===== config.mk =====
export PLATFORM = sky130hd
export DESIGN_NAME = i2c_master_bit_sequencer
export DESIGN_NICKNAME = d
export VERILOG_FILES = /design/src/hdl/i2c_mbs_pkg.sv /design/src/hdl/i2c_mbs_delay.sv /design/src/hdl/i2c_mbs_step.sv /design/src/hdl/i2c_master_bit_sequencer.sv
export SDC_FILE = /design/constraint.sdc
export NUM_CORES = 1
export LEC_CHECK = 0
export BUFFER_PORTS_ARGS = -buffer_cell sky130_fd_sc_hd__buf_2
export CAP_MARGIN = 20
export CORE_MARGIN = 3
export CORE_UTILIZATION = 60
export DETAILED_ROUTE_END_ITERATION = 16
export PLACE_DENSITY = 0.8
export SLEW_MARGIN = 20
export SYNTH_ARGS = -nofsm -noshare
export SYNTH_HDL_FRONTEND = slang
export SYNTH_HIERARCHICAL = 1
export SYNTH_SLANG_ARGS = --single-unit

===== constraint.sdc =====
create_clock -name clock -period 6.75 [get_ports clock]
set_input_delay 0.3375 -clock clock [delete_from_list [all_inputs] [get_ports clock]]
set_output_delay 0.3375 -clock clock [all_outputs]
set_load 0.1 [all_outputs]

===== src/hdl/i2c_mbs_pkg.sv =====
// ----------------------------------------------------------------------------
// i2c_mbs_pkg
// Shared types and constants of the I2C master bit sequencer: command codes,
// sequencer phases, delay unit multipliers and the sequencer state record.
// ----------------------------------------------------------------------------
`default_nettype none

package i2c_mbs_pkg;

   // command codes carried by each tick
   localparam logic [2:0] CMD_NONE  = 3'd0;
   localparam logic [2:0] CMD_START = 3'd1;
   localparam logic [2:0] CMD_STOP  = 3'd2;
   localparam logic [2:0] CMD_WRITE = 3'd3;
   localparam logic [2:0] CMD_READ  = 3'd4;
   localparam logic [2:0] CMD_WAIT  = 3'd5;

   // configuration register indexes
   localparam logic CSR_UNIT_TICKS  = 1'b0;
   localparam logic CSR_ACK_TIMEOUT = 1'b1;

   // configuration reset values
   localparam logic [15:0] UNIT_TICKS_RESET  = 16'd1;
   localparam logic [7:0]  ACK_TIMEOUT_RESET = 8'd250;

   // bits per byte transfer on the bus
   localparam int unsigned BYTE_BITS = 8;

   // sequencer phases
   typedef enum logic [3:0] {
      PH_IDLE    = 4'd0,
      PH_ST_HI   = 4'd1,
      PH_ST_LO   = 4'd2,
      PH_SP_LO   = 4'd3,
      PH_SP_HI   = 4'd4,
      PH_WA_REL  = 4'd5,
      PH_WA_CLK  = 4'd6,
      PH_WA_POLL = 4'd7,
      PH_WR_DAT  = 4'd8,
      PH_WR_CKH  = 4'd9,
      PH_WR_CKL  = 4'd10,
      PH_RD_LOW  = 4'd11,
      PH_RD_HIGH = 4'd12,
      PH_AK_SET  = 4'd13,
      PH_AK_CLK  = 4'd14
   } phase_type;

   // delay length of a step in units
   typedef enum logic [1:0] {
      UNITS_1 = 2'd0,
      UNITS_2 = 2'd1,
      UNITS_4 = 2'd2
   } units_type;

   // sequencer state apart from the delay timer
   typedef struct packed {
      phase_type  phase;
      logic [3:0] bit_index;
      logic [7:0] shift_reg;
      logic [7:0] poll_count;
      logic       scl;
      logic       sda;
      logic       ack_choice;
      logic       error_flag;
      logic [7:0] rx_hold;
   } seq_state_type;

   localparam seq_state_type SEQ_STATE_RESET = '{
      phase:      PH_IDLE,
      bit_index:  4'd0,
      shift_reg:  8'd0,
      poll_count: 8'd0,
      scl:        1'b1,
      sda:        1'b1,
      ack_choice: 1'b0,
      error_flag: 1'b0,
      rx_hold:    8'd0
   };

endpackage

`default_nettype wire


===== src/hdl/i2c_mbs_delay.sv =====
// ----------------------------------------------------------------------------
// i2c_mbs_delay
// Step delay in ticks: unit_ticks times one, two or four units, with a zero
// unit read as one tick and the result saturated at the timer maximum.
// ----------------------------------------------------------------------------
`default_nettype none

module i2c_mbs_delay
   import i2c_mbs_pkg::*;
#(
   parameter int TIMER_WIDTH = 19
) (
   input  wire logic [15:0]            unit_ticks,
   input  wire units_type              units,
   output logic      [TIMER_WIDTH-1:0] delay
);

   localparam int PW = 18;
   localparam int XW = (TIMER_WIDTH > PW) ? TIMER_WIDTH : PW;

   logic [15:0]   unit_eff;
   logic [PW-1:0] prod;
   logic [XW-1:0] prod_x;
   logic [XW-1:0] max_x;

   // zero unit counts as one tick
   assign unit_eff = (unit_ticks == 16'd0) ? 16'd1 : unit_ticks;

   // multiply by a power of two
   always_comb begin
      unique case (units)
         UNITS_1: prod = {2'b00, unit_eff};
         UNITS_2: prod = {1'b0, unit_eff, 1'b0};
         UNITS_4: prod = {unit_eff, 2'b00};
         default: prod = {2'b00, unit_eff};
      endcase
   end

   // saturate at the timer maximum
   assign prod_x = XW'(prod);
   assign max_x  = XW'({TIMER_WIDTH{1'b1}});
   assign delay  = (prod_x > max_x) ? {TIMER_WIDTH{1'b1}} : prod_x[TIMER_WIDTH-1:0];

endmodule

`default_nettype wire


===== src/hdl/i2c_mbs_step.sv =====
// ----------------------------------------------------------------------------
// i2c_mbs_step
// Next-state logic for one tick: command decode while idle, acknowledge
// polling, delay countdown and the bit sequence of each command.
// ----------------------------------------------------------------------------
`default_nettype none

module i2c_mbs_step
   import i2c_mbs_pkg::*;
#(
   parameter int TIMER_WIDTH = 19
) (
   input  wire seq_state_type          cur_state,
   input  wire logic [TIMER_WIDTH-1:0] cur_delay,
   input  wire logic [2:0]             command,
   input  wire logic [7:0]             tx_byte,
   input  wire logic                   send_ack,
   input  wire logic                   sda_sample,
   input  wire logic [15:0]            unit_ticks,
   input  wire logic [7:0]             ack_timeout,
   output seq_state_type               nxt_state,
   output logic      [TIMER_WIDTH-1:0] nxt_delay,
   output logic                        done
);

   seq_state_type          n;
   logic                   go_en;
   units_type              go_units;
   logic                   finish;
   logic                   do_poll;
   logic [7:0]             poll_base;
   logic [TIMER_WIDTH-1:0] dec;
   logic [TIMER_WIDTH-1:0] go_delay;
   logic [3:0]             bit_inc;

   i2c_mbs_delay #(
      .TIMER_WIDTH (TIMER_WIDTH)
   ) u_delay (
      .unit_ticks (unit_ticks),
      .units      (go_units),
      .delay      (go_delay)
   );

   assign dec     = (cur_delay != '0) ? cur_delay - TIMER_WIDTH'(1) : cur_delay;
   assign bit_inc = cur_state.bit_index + 4'd1;

   // phase sequencing
   always_comb begin
      n         = cur_state;
      go_en     = 1'b0;
      go_units  = UNITS_1;
      finish    = 1'b0;
      do_poll   = 1'b0;
      poll_base = cur_state.poll_count;

      priority if (cur_state.phase == PH_IDLE) begin
         // commands are taken only while idle
         unique case (command)
            CMD_START: begin
               n.sda = 1'b1; n.scl = 1'b1;
               n.phase = PH_ST_HI; go_en = 1'b1; go_units = UNITS_4;
            end
            CMD_STOP: begin
               n.scl = 1'b0; n.sda = 1'b0;
               n.phase = PH_SP_LO; go_en = 1'b1; go_units = UNITS_4;
            end
            CMD_WRITE: begin
               n.bit_index = 4'd0;
               n.scl = 1'b0; n.sda = tx_byte[7];
               n.shift_reg = {tx_byte[6:0], 1'b0};
               n.phase = PH_WR_DAT; go_en = 1'b1; go_units = UNITS_2;
            end
            CMD_READ: begin
               n.ack_choice = send_ack; n.shift_reg = 8'd0; n.bit_index = 4'd0;
               n.scl = 1'b0; n.sda = 1'b1;
               n.phase = PH_RD_LOW; go_en = 1'b1; go_units = UNITS_2;
            end
            CMD_WAIT: begin
               n.error_flag = 1'b0; n.poll_count = 8'd0; n.sda = 1'b1;
               n.phase = PH_WA_REL; go_en = 1'b1; go_units = UNITS_1;
            end
            default: ;
         endcase
      end else if (cur_state.phase == PH_WA_POLL) begin
         do_poll = 1'b1;
      end else if (dec == '0) begin
         // step ends on this tick
         unique case (cur_state.phase)
            PH_ST_HI: begin
               n.sda = 1'b0; n.phase = PH_ST_LO; go_en = 1'b1; go_units = UNITS_4;
            end
            PH_ST_LO: begin
               n.scl = 1'b0; finish = 1'b1;
            end
            PH_SP_LO: begin
               n.scl = 1'b1; n.sda = 1'b1;
               n.phase = PH_SP_HI; go_en = 1'b1; go_units = UNITS_4;
            end
            PH_WA_REL: begin
               n.scl = 1'b1; n.phase = PH_WA_CLK; go_en = 1'b1; go_units = UNITS_1;
            end
            PH_WA_CLK: begin
               n.phase = PH_WA_POLL; do_poll = 1'b1; poll_base = 8'd0;
            end
            PH_WR_DAT: begin
               n.scl = 1'b1; n.phase = PH_WR_CKH; go_en = 1'b1; go_units = UNITS_2;
            end
            PH_WR_CKH: begin
               n.scl = 1'b0; n.phase = PH_WR_CKL; go_en = 1'b1; go_units = UNITS_2;
            end
            PH_WR_CKL: begin
               n.bit_index = bit_inc;
               if (bit_inc >= 4'(BYTE_BITS)) begin
                  finish = 1'b1;
               end else begin
                  n.scl = 1'b0; n.sda = cur_state.shift_reg[7];
                  n.shift_reg = {cur_state.shift_reg[6:0], 1'b0};
                  n.phase = PH_WR_DAT; go_en = 1'b1; go_units = UNITS_2;
               end
            end
            PH_RD_LOW: begin
               n.scl = 1'b1;
               n.shift_reg = {cur_state.shift_reg[6:0], sda_sample};
               n.bit_index = bit_inc;
               n.phase = PH_RD_HIGH; go_en = 1'b1; go_units = UNITS_1;
            end
            PH_RD_HIGH: begin
               if (cur_state.bit_index >= 4'(BYTE_BITS)) begin
                  n.rx_hold = cur_state.shift_reg;
                  n.scl = 1'b0; n.sda = ~cur_state.ack_choice;
                  n.phase = PH_AK_SET; go_en = 1'b1; go_units = UNITS_2;
               end else begin
                  n.scl = 1'b0; n.sda = 1'b1;
                  n.phase = PH_RD_LOW; go_en = 1'b1; go_units = UNITS_2;
               end
            end
            PH_AK_SET: begin
               n.scl = 1'b1; n.phase = PH_AK_CLK; go_en = 1'b1; go_units = UNITS_2;
            end
            PH_AK_CLK: begin
               n.scl = 1'b0; finish = 1'b1;
            end
            default: finish = 1'b1;
         endcase
      end else begin
         // delay still running, lines hold
      end

      // acknowledge poll, also on the tick that ends the clock-high step
      if (do_poll) begin
         n.poll_count = poll_base;
         priority if (!sda_sample) begin
            n.scl = 1'b0; finish = 1'b1;
         end else if (poll_base >= ack_timeout) begin
            n.error_flag = 1'b1; n.scl = 1'b0; n.sda = 1'b0;
            n.phase = PH_SP_LO; go_en = 1'b1; go_units = UNITS_4;
         end else begin
            n.poll_count = poll_base + 8'd1;
         end
      end

      if (finish) n.phase = PH_IDLE;
   end

   // delay timer update
   always_comb begin
      priority if (go_en) nxt_delay = go_delay;
      else if (finish)     nxt_delay = '0;
      else if (cur_state.phase == PH_IDLE || cur_state.phase == PH_WA_POLL)
         nxt_delay = cur_delay;
      else                 nxt_delay = dec;
   end

   assign nxt_state = n;
   assign done      = finish;

endmodule

`default_nettype wire


===== src/hdl/i2c_master_bit_sequencer.sv =====
// ----------------------------------------------------------------------------
// i2c_master_bit_sequencer
// Tick-driven I2C master: start, stop, byte write, byte read and acknowledge
// wait sequences on SCL and SDA.
// ----------------------------------------------------------------------------
// Every req transfer is one timing tick and yields exactly one rsp transfer
// with the line levels, busy, done, the last read byte and the acknowledge
// error flag after that tick. The sequencer state is registered when the tick
// is accepted and the result sits in the rsp output register, so ticks can be
// sent every cycle while rsp_tready is high. A command is taken only on a
// tick where the sequencer is idle; each step holds the lines for 1, 2 or 4
// delay units of unit_ticks ticks, saturated at the TIMER_WIDTH-bit timer
// maximum. Write the csr registers only while no result is pending.
`default_nettype none

module i2c_master_bit_sequencer
   import i2c_mbs_pkg::*;
#(
   parameter int TIMER_WIDTH = 19
) (
   input  wire logic        clock,
   input  wire logic        reset,
   // tick input
   input  wire logic        req_tvalid,
   output logic             req_tready,
   // bits up: command[2:0], tx_byte[10:3], send_ack[11], sda_sample[12], zero
   input  wire logic [15:0] req_tdata,
   // result output
   output logic             rsp_tvalid,
   input  wire logic        rsp_tready,
   // bits up: scl_level[0], sda_drive[1], busy_res[2], done_res[3],
   // rx_byte[11:4], ack_error[12], zero
   output logic      [15:0] rsp_tdata,
   // configuration writes
   input  wire logic        csr_wen,
   input  wire logic        csr_addr,
   input  wire logic [15:0] csr_wdata
);

   logic [15:0]            unit_ticks_ff;
   logic [7:0]             ack_timeout_ff;
   seq_state_type          state_ff;
   seq_state_type          state_in;
   logic [TIMER_WIDTH-1:0] delay_ff;
   logic [TIMER_WIDTH-1:0] delay_in;
   logic                   step_done;
   logic                   req_xfer;
   logic                   rsp_tvalid_ff;
   logic                   rsp_tvalid_in;
   logic [15:0]            rsp_tdata_ff;
   logic [15:0]            rsp_tdata_in;

   // configuration registers
   always_ff @(posedge clock) begin
      if (reset) begin
         unit_ticks_ff  <= UNIT_TICKS_RESET;
         ack_timeout_ff <= ACK_TIMEOUT_RESET;
      end else if (csr_wen) begin
         unique case (csr_addr)
            CSR_UNIT_TICKS:  unit_ticks_ff  <= csr_wdata;
            CSR_ACK_TIMEOUT: ack_timeout_ff <= csr_wdata[7:0];
            default: ;
         endcase
      end
   end

   // accept a tick when the output register is free or draining
   assign req_tready = !rsp_tvalid_ff || rsp_tready;
   assign req_xfer   = req_tvalid && req_tready;

   i2c_mbs_step #(
      .TIMER_WIDTH (TIMER_WIDTH)
   ) u_step (
      .cur_state   (state_ff),
      .cur_delay   (delay_ff),
      .command     (req_tdata[2:0]),
      .tx_byte     (req_tdata[10:3]),
      .send_ack    (req_tdata[11]),
      .sda_sample  (req_tdata[12]),
      .unit_ticks  (unit_ticks_ff),
      .ack_timeout (ack_timeout_ff),
      .nxt_state   (state_in),
      .nxt_delay   (delay_in),
      .done        (step_done)
   );

   // sequencer state
   always_ff @(posedge clock) begin
      if (reset) begin
         state_ff <= SEQ_STATE_RESET;
         delay_ff <= '0;
      end else if (req_xfer) begin
         state_ff <= state_in;
         delay_ff <= delay_in;
      end
   end

   // result register
   assign rsp_tvalid_in = req_xfer || (rsp_tvalid_ff && !rsp_tready);
   assign rsp_tdata_in  = {3'b000, state_in.error_flag, state_in.rx_hold, step_done,
                           (state_in.phase != PH_IDLE), state_in.sda, state_in.scl};

   always_ff @(posedge clock) begin
      if (reset) begin
         rsp_tvalid_ff <= 1'b0;
      end else begin
         rsp_tvalid_ff <= rsp_tvalid_in;
      end
   end

   always_ff @(posedge clock) begin
      if (req_xfer) begin
         rsp_tdata_ff <= rsp_tdata_in;
      end
   end

   assign rsp_tvalid = rsp_tvalid_ff;
   assign rsp_tdata  = rsp_tdata_ff;

endmodule

`default_nettype wire


Word-level counts from Yosys, hierarchy flattened:

Index checks and enable logic that the tools add are counted.

* logic and storage cells: 162
* bits in registers: 93
* input port bits: 38
* output and inout port bits: 18

* bitwise operators: 2
* equality and inequality tests: 24
* magnitude comparators: 4
* reductions and logical operators: 34
* add/sub/neg operators: 3
* mux-type cells: 81

Operators with widths (count)
* $mux W8: 14
* $mux W19: 5
* $mux W16: 4
* $pmux W12 S2: 2
* $pmux W4 S10: 1
* $pmux W18 S2: 1
* $eq A4 B4 Y1 const B: 7
* $mux W1: 27
* $mux W2: 11
* $mux W4: 5
* $pmux W4 S5: 1
* $gt A18 B19 Y1 const B: 1
* $logic_not A19 Y1: 1
* $reduce_bool A19 Y1: 1
* $sub A19 B1 Y19 const B: 1
* $logic_not A16 Y1: 1
* $eq A4 B3 Y1 const B: 3
* $mux W10: 1
* $reduce_or A5 Y1: 2
* $reduce_or A3 Y1: 3
* $reduce_or A9 Y1: 1
* $add A8 B1 Y8 const B: 1
* $eq A4 B2 Y1 const B: 2
* $ge A4 B4 Y1 const B: 2
* 32 further kinds: 50

Logic depth before layout (Yosys ltp):

* depth after elaboration: 15
* gate-level depth with buffers: 27
* gate-level depth less buffers: 25

Modules after synthesis:

Netlist, hierarchy kept.

Modules (own cells, without submodules)
* i2c_master_bit_sequencer: instances 1, cells an instance 376, area each 3998.8 sq um
* i2c_mbs_step: instances 1, cells an instance 435, area each 2781.4 sq um
* i2c_mbs_delay: instances 1, cells an instance 70, area each 416.6 sq um

Worst setup path before layout:

No wires, ideal clock.

* path kind: register to register
* start: register delay_ff[0]
* end: register delay_ff[2]
* period minus slack after synthesis: 5.292 ns
* cell stages (with the launch flop): 24
* path buffers: 3
* required time: 6.607 ns
* arrival time: 5.148 ns
* setup slack: 1.458 ns
* path through: dfxtp_1 > inv_1 > ha_1 > or3b_1 > buf_2 > maj3_1 > o32ai_1 > nand4_1 > a2111oi_1 > clkbuf_1 > nor2b_1 > ha_1 > a2111oi_0 > o21ai_0 > nand3b_1 > o32a_1 > o32ai_1 > ha_1 > clkbuf_1 > a211oi_1 > a21oi_1 > o2bb2ai_1 > nand3_1 > a21oi_2

* cells in the longest elaborated chain, start to end: 15

RTL lines
* start, declared: line i2c_master_bit_sequencer.sv:44 `logic [TIMER_WIDTH-1:0] delay_ff;`
* start signal, assigned: line i2c_master_bit_sequencer.sv:94 `delay_ff <= delay_in;`
* $sub A19 B1 Y19 / $reduce_bool A19 Y1 (equally long branches): line i2c_mbs_step.sv:44 `assign dec = (cur_delay != '0) ? cur_delay - TIMER_WIDTH'(1) : cur_delay;`
* $mux W19 *: line i2c_mbs_step.sv:44
* $logic_not A19 Y1 *: line i2c_mbs_step.sv:86 `end else if (dec == '0) begin`
* $mux W8: line i2c_mbs_step.sv:86
* $mux W8: line i2c_mbs_step.sv:84 `end else if (cur_state.phase == PH_WA_POLL) begin`
* $mux W8: line i2c_mbs_step.sv:56 `priority if (cur_state.phase == PH_IDLE) begin`
* $ge A8 B8 Y1: line i2c_mbs_step.sv:154 `end else if (poll_base >= ack_timeout) begin`
* $mux W2: line i2c_mbs_step.sv:154
* [... 2 more ...]
* via u_step.go_units[1]: line i2c_mbs_step.sv:28 `units_type go_units;`
* $eq A2 B2 Y1 / $eq A2 B1 Y1 (equally long branches): line i2c_mbs_delay.sv:31 `unique case (units)`
* $pmux W18 S2 *: line i2c_mbs_delay.sv:31
* $gt A18 B19 Y1: line i2c_mbs_delay.sv:42 `assign delay = (prod_x > max_x) ? {TIMER_WIDTH{1'b1}} : prod_x[TIMER_WIDTH-1:0];`
* $mux W19 *: line i2c_mbs_delay.sv:42
* via u_step.go_delay[2]: line i2c_mbs_step.sv:33 `logic [TIMER_WIDTH-1:0] go_delay;`
* $mux W19 *: line i2c_mbs_step.sv:167 `priority if (go_en) nxt_delay = go_delay;`
* via delay_in[2]: line i2c_master_bit_sequencer.sv:45 `logic [TIMER_WIDTH-1:0] delay_in;`

The timed path passes the listed nets; every way through them passes the cells marked *. The select of a mux whose other input is x is not followed.
A chain may end at the register's enable or synchronous reset.

Worst setup path after layout:

* start: register delay_ff[0]
* end: register delay_ff[15]

Same word-level chain as after synthesis.

==> out/metrics.yaml <==
yosys:
  syn-cell-area_um2: 7200
  yosysWarnings: 6
  synth_most_common_cell: "nand2_1"
  synthCells: 881
  synth_area_per_cell_um2: 8.17
  synth_fa_ha_area_share_pct: 2.92
  synth.top_cell.area_share_pct: 22.3
  yosysSeqAreaShare_pct: 27.7
  synthArstFlopShare_pct: 0
  yosysUniqueCellTypes: 79
  synth_common_cells: "104 x nand2_1, 80 x dfxtp_1, 74 x nand3_1"
  ys.flop_type: "dfxtp_1"
  synth_edf_count: 13
  synth_xor_area_share_pct: 2.56
  yosysTopAreaCell: "dfxtp_1"
  synth_top_family_by_area: "compound AO/OA/AOI/OAI gates"
  synth.area.top_cells: "dfxtp_1 22%, a21oi_2 7.5%, a21bo_1 7.4%"
  yosys.area_share.simple_pct: 23.4
  ys_ff_latch: 93
  synthMuxAreaShare_pct: 2.87
  synth_compound_area_share_pct: 32.6
clock_tree:
  cts_tree: "done"
  htree_num_levels: 3
  clockBufferDepth: 2
  clock-sinks: 93
  worstSkewPairLatency_ns: 0.36
  clkTransAtPathRegs_ns: 0.08
  ctsRootBufferMaster: "clkbuf_16"
  numCtsBuffers: 9
pwr:
  power_mw: 1.99
  peakVddDrop_v: 0.000185
  power_frac_comb_pct: 41.9
  p_leak_nw: 2.73
  p_clk_share_pct: 25.6
  p_sw_share_pct: 42.5
  seqPwrFrac_pct: 32.6
  p_per_area_nw_per_um2: 264
  switchingPower_mw: 0.844
  internal_power_mw: 1.14
route:
  top_layer_used: "met4"
  wl_met1_um: 7970
  drt-wirelength-per-cell_um: 16.1
  post-route-drc-count: 0
  routed_wl_um: 16400
  wl_met2_um: 7080
  avgViaCountPerCell: 6.31
  via_count: 6427
  drt-initial-drc-count: 526
  met3_length_um: 1170
  dr.pass1.iters: 8
  ant_nets: 0
sta:
  drv_slew: 0
  rsz0062_at_grt: "false"
  slew_headroom_pct: 27.8
  worstMarginPinSlew_ns: 1.08
  hold_viol: 0
  hold_slack_ns: 0.213
  finalSetupTns_ns: 0
  setup_viol: 0
  min_period_over_period_pct: 90.6
  period_needed_ns: 6.11
  skew_ns: 0.0137
  timing.fmax_ghz: 0.164
cells_and_area:
  layout.nets: 925
  layout-drive-gt1-share_pct: 19.7
  diodes: 0
  fin_util_pct: 65.0
  fin_area_um2: 7520
  area_growth_pct: 4.50
grt:
  gr-usage-all-layers_pct: 25.2
  overflow: 0
  antenna_found_initial: 0
  first_global_vias: 5752
  grt_pass1_wl_um: 27800
  grt_max_degree: 109
placement:
  place_congestion: 0.961
  place_area_um2: 7220
  place_hpwl_um: 11000
  portBuffers: 49
worst_setup_path:
  arrival_ns: 6.39
  worstPathMaxFanout: 17
  r2r_slack_ns: 0.64
  worstSetupPathType: "flip-flop to flip-flop"
  end_kind: "flip-flop"
  cp-start-kind: "flip-flop"
  required_ns: 7.03
die:
  num_rows: 39
  core-area_um2: 11600
  die-width_um: 116
  die_h_um: 116
  start_util_pct: 62.2
  ios: 56
  die_area_um2: 13300
flow_run:
  drv_cap: 0
status:
  status: "complete, no violations"
min_path:
  hp-class: "input port to flip-flop"
[state kept, by name, summed over array words and instances, names as in the netlist]
register,count
ack_timeout_ff,8
delay_ff,19
rsp_tdata,13
rsp_tvalid,1
state_ff,36
unit_ticks_ff,16
[power by group through the flow]
stage	clock network, mW	logic [mW]	registers, mW
2_1_floorplan	0	0.651	0.681
4_1_cts	0.517	0.814	0.645
3_5_place_dp	0	0.808	0.658
3_3_place_gp	0	0.800	0.656
6_report	0.508	0.832	0.647
5_1_grt	0.537	0.906	0.653
[through the flow]
stage          cells  setup WS (ns)
6_report        1019          0.637
5_1_grt         1019          0.105
4_1_cts         1019          0.464
3_5_place_dp    1003          0.553
3_3_place_gp    1003          0.665
2_1_floorplan    883           1.46
[layout make-up]
| cell class | instances | area (µm²) |
|---|---|---|
| fill | 985 | 4040 |
| inverter | 28 | 105 |
| sequential | 93 | 1990 |
| multi-input combinational | 685 | 4660 |
| tap | 143 | 179 |
| timing repair buffer | 54 | 288 |
| clock buffer | 9 | 225 |
| clock inverter | 7 | 70.1 |
[worst max-delay path: stages (launching register included)]
cell,delay (ns)
dfxtp_1,0.40
inv_1,0.12
ha_1,0.22
nor3b_1,0.39
nand2_1,0.21
o41ai_1,0.43
o2111ai_1,0.32
a2111oi_2,0.45
buf_4,0.25
nand2b_1,0.15
ha_1,0.23
nand2b_1,0.14
a21o_1,0.17
a21o_1,0.19
a21oi_1,0.14
o21ai_0,0.09
nand3b_1,0.29
o32a_1,0.19
o32ai_1,0.13
inv_1,0.11
ha_1,0.53
a22oi_1,0.12
o21ai_0,0.33
o2bb2ai_1,0.16
nand3_1,0.10
a21oi_2,0.16
[cell families after synthesis]
kind of cell | count (synthesis)
adder cells (fa/ha/maj) | 17
AO/OA/AOI/OAI | 293
AND/OR/NAND/NOR | 331
flip-flops | 93
other | 2
buffers and inverters | 105
XOR/XNOR | 21
multiplexers | 19
[layout by cell type (no fill, tap or decap), types with 4 or more instances in the layout]
master / count
conb_1: 4
a21o_1: 6
ha_1: 15
xnor2_1: 11
dfxtp_1: 80
o22ai_1: 9
a21oi_1: 38
mux2_2: 9
or3_1: 5
nand2b_1: 5
a211o_1: 9
and3_1: 11
o21ai_1: 6
o21ai_0: 29
mux2i_1: 9
inv_1: 28
xor2_1: 10
a21oi_2: 62
clkbuf_16: 9
nor4_2: 6
nor4_1: 4
nand3_1: 74
nand4_1: 7
nor3_1: 23
nor2_1: 46
a21bo_1: 53
nand3b_1: 6
or4_1: 5
a22oi_1: 14
or2_2: 6
buf_4: 7
edfxtp_1: 13
nand2_1: 104
o211ai_1: 4
buf_2: 47
a31oi_1: 4
nor2b_1: 13
o2bb2ai_1: 20
[what timing repair did]
| action | in CTS | in global routing |
|---|---|---|
| endpoints found under the setup margin | 0 | 18 |
| gates resized for setup | 0 | 2 |
| setup buffers | 0 | 0 |
| hold buffers | 0 | 0 |
[path summary, 6_finish.rpt]
check | end | start | cells after the start
worst max-delay path | delay_ff[15]$_SDFFE_PP0P_ | delay_ff[0]$_SDFFE_PP0P_ | 25
worst min-delay path | unit_ticks_ff[0]$_SDFFE_PP1P_ | csr_wdata[0] | 3
worst max register to register | delay_ff[15]$_SDFFE_PP0P_ | delay_ff[0]$_SDFFE_PP0P_ | 25
worst min register to register | ack_timeout_ff[7]$_SDFFE_PP1P_ | ack_timeout_ff[7]$_SDFFE_PP1P_ | 1
[layer usage]
layer	track usage [%]	up-vias
li1	-	3197
met1	37.2	2970
met2	37.2	238
met3	4.80	22
met4	7.82	0
met5	0	-
No activity file was read; power rests on OpenSTA's default activity.
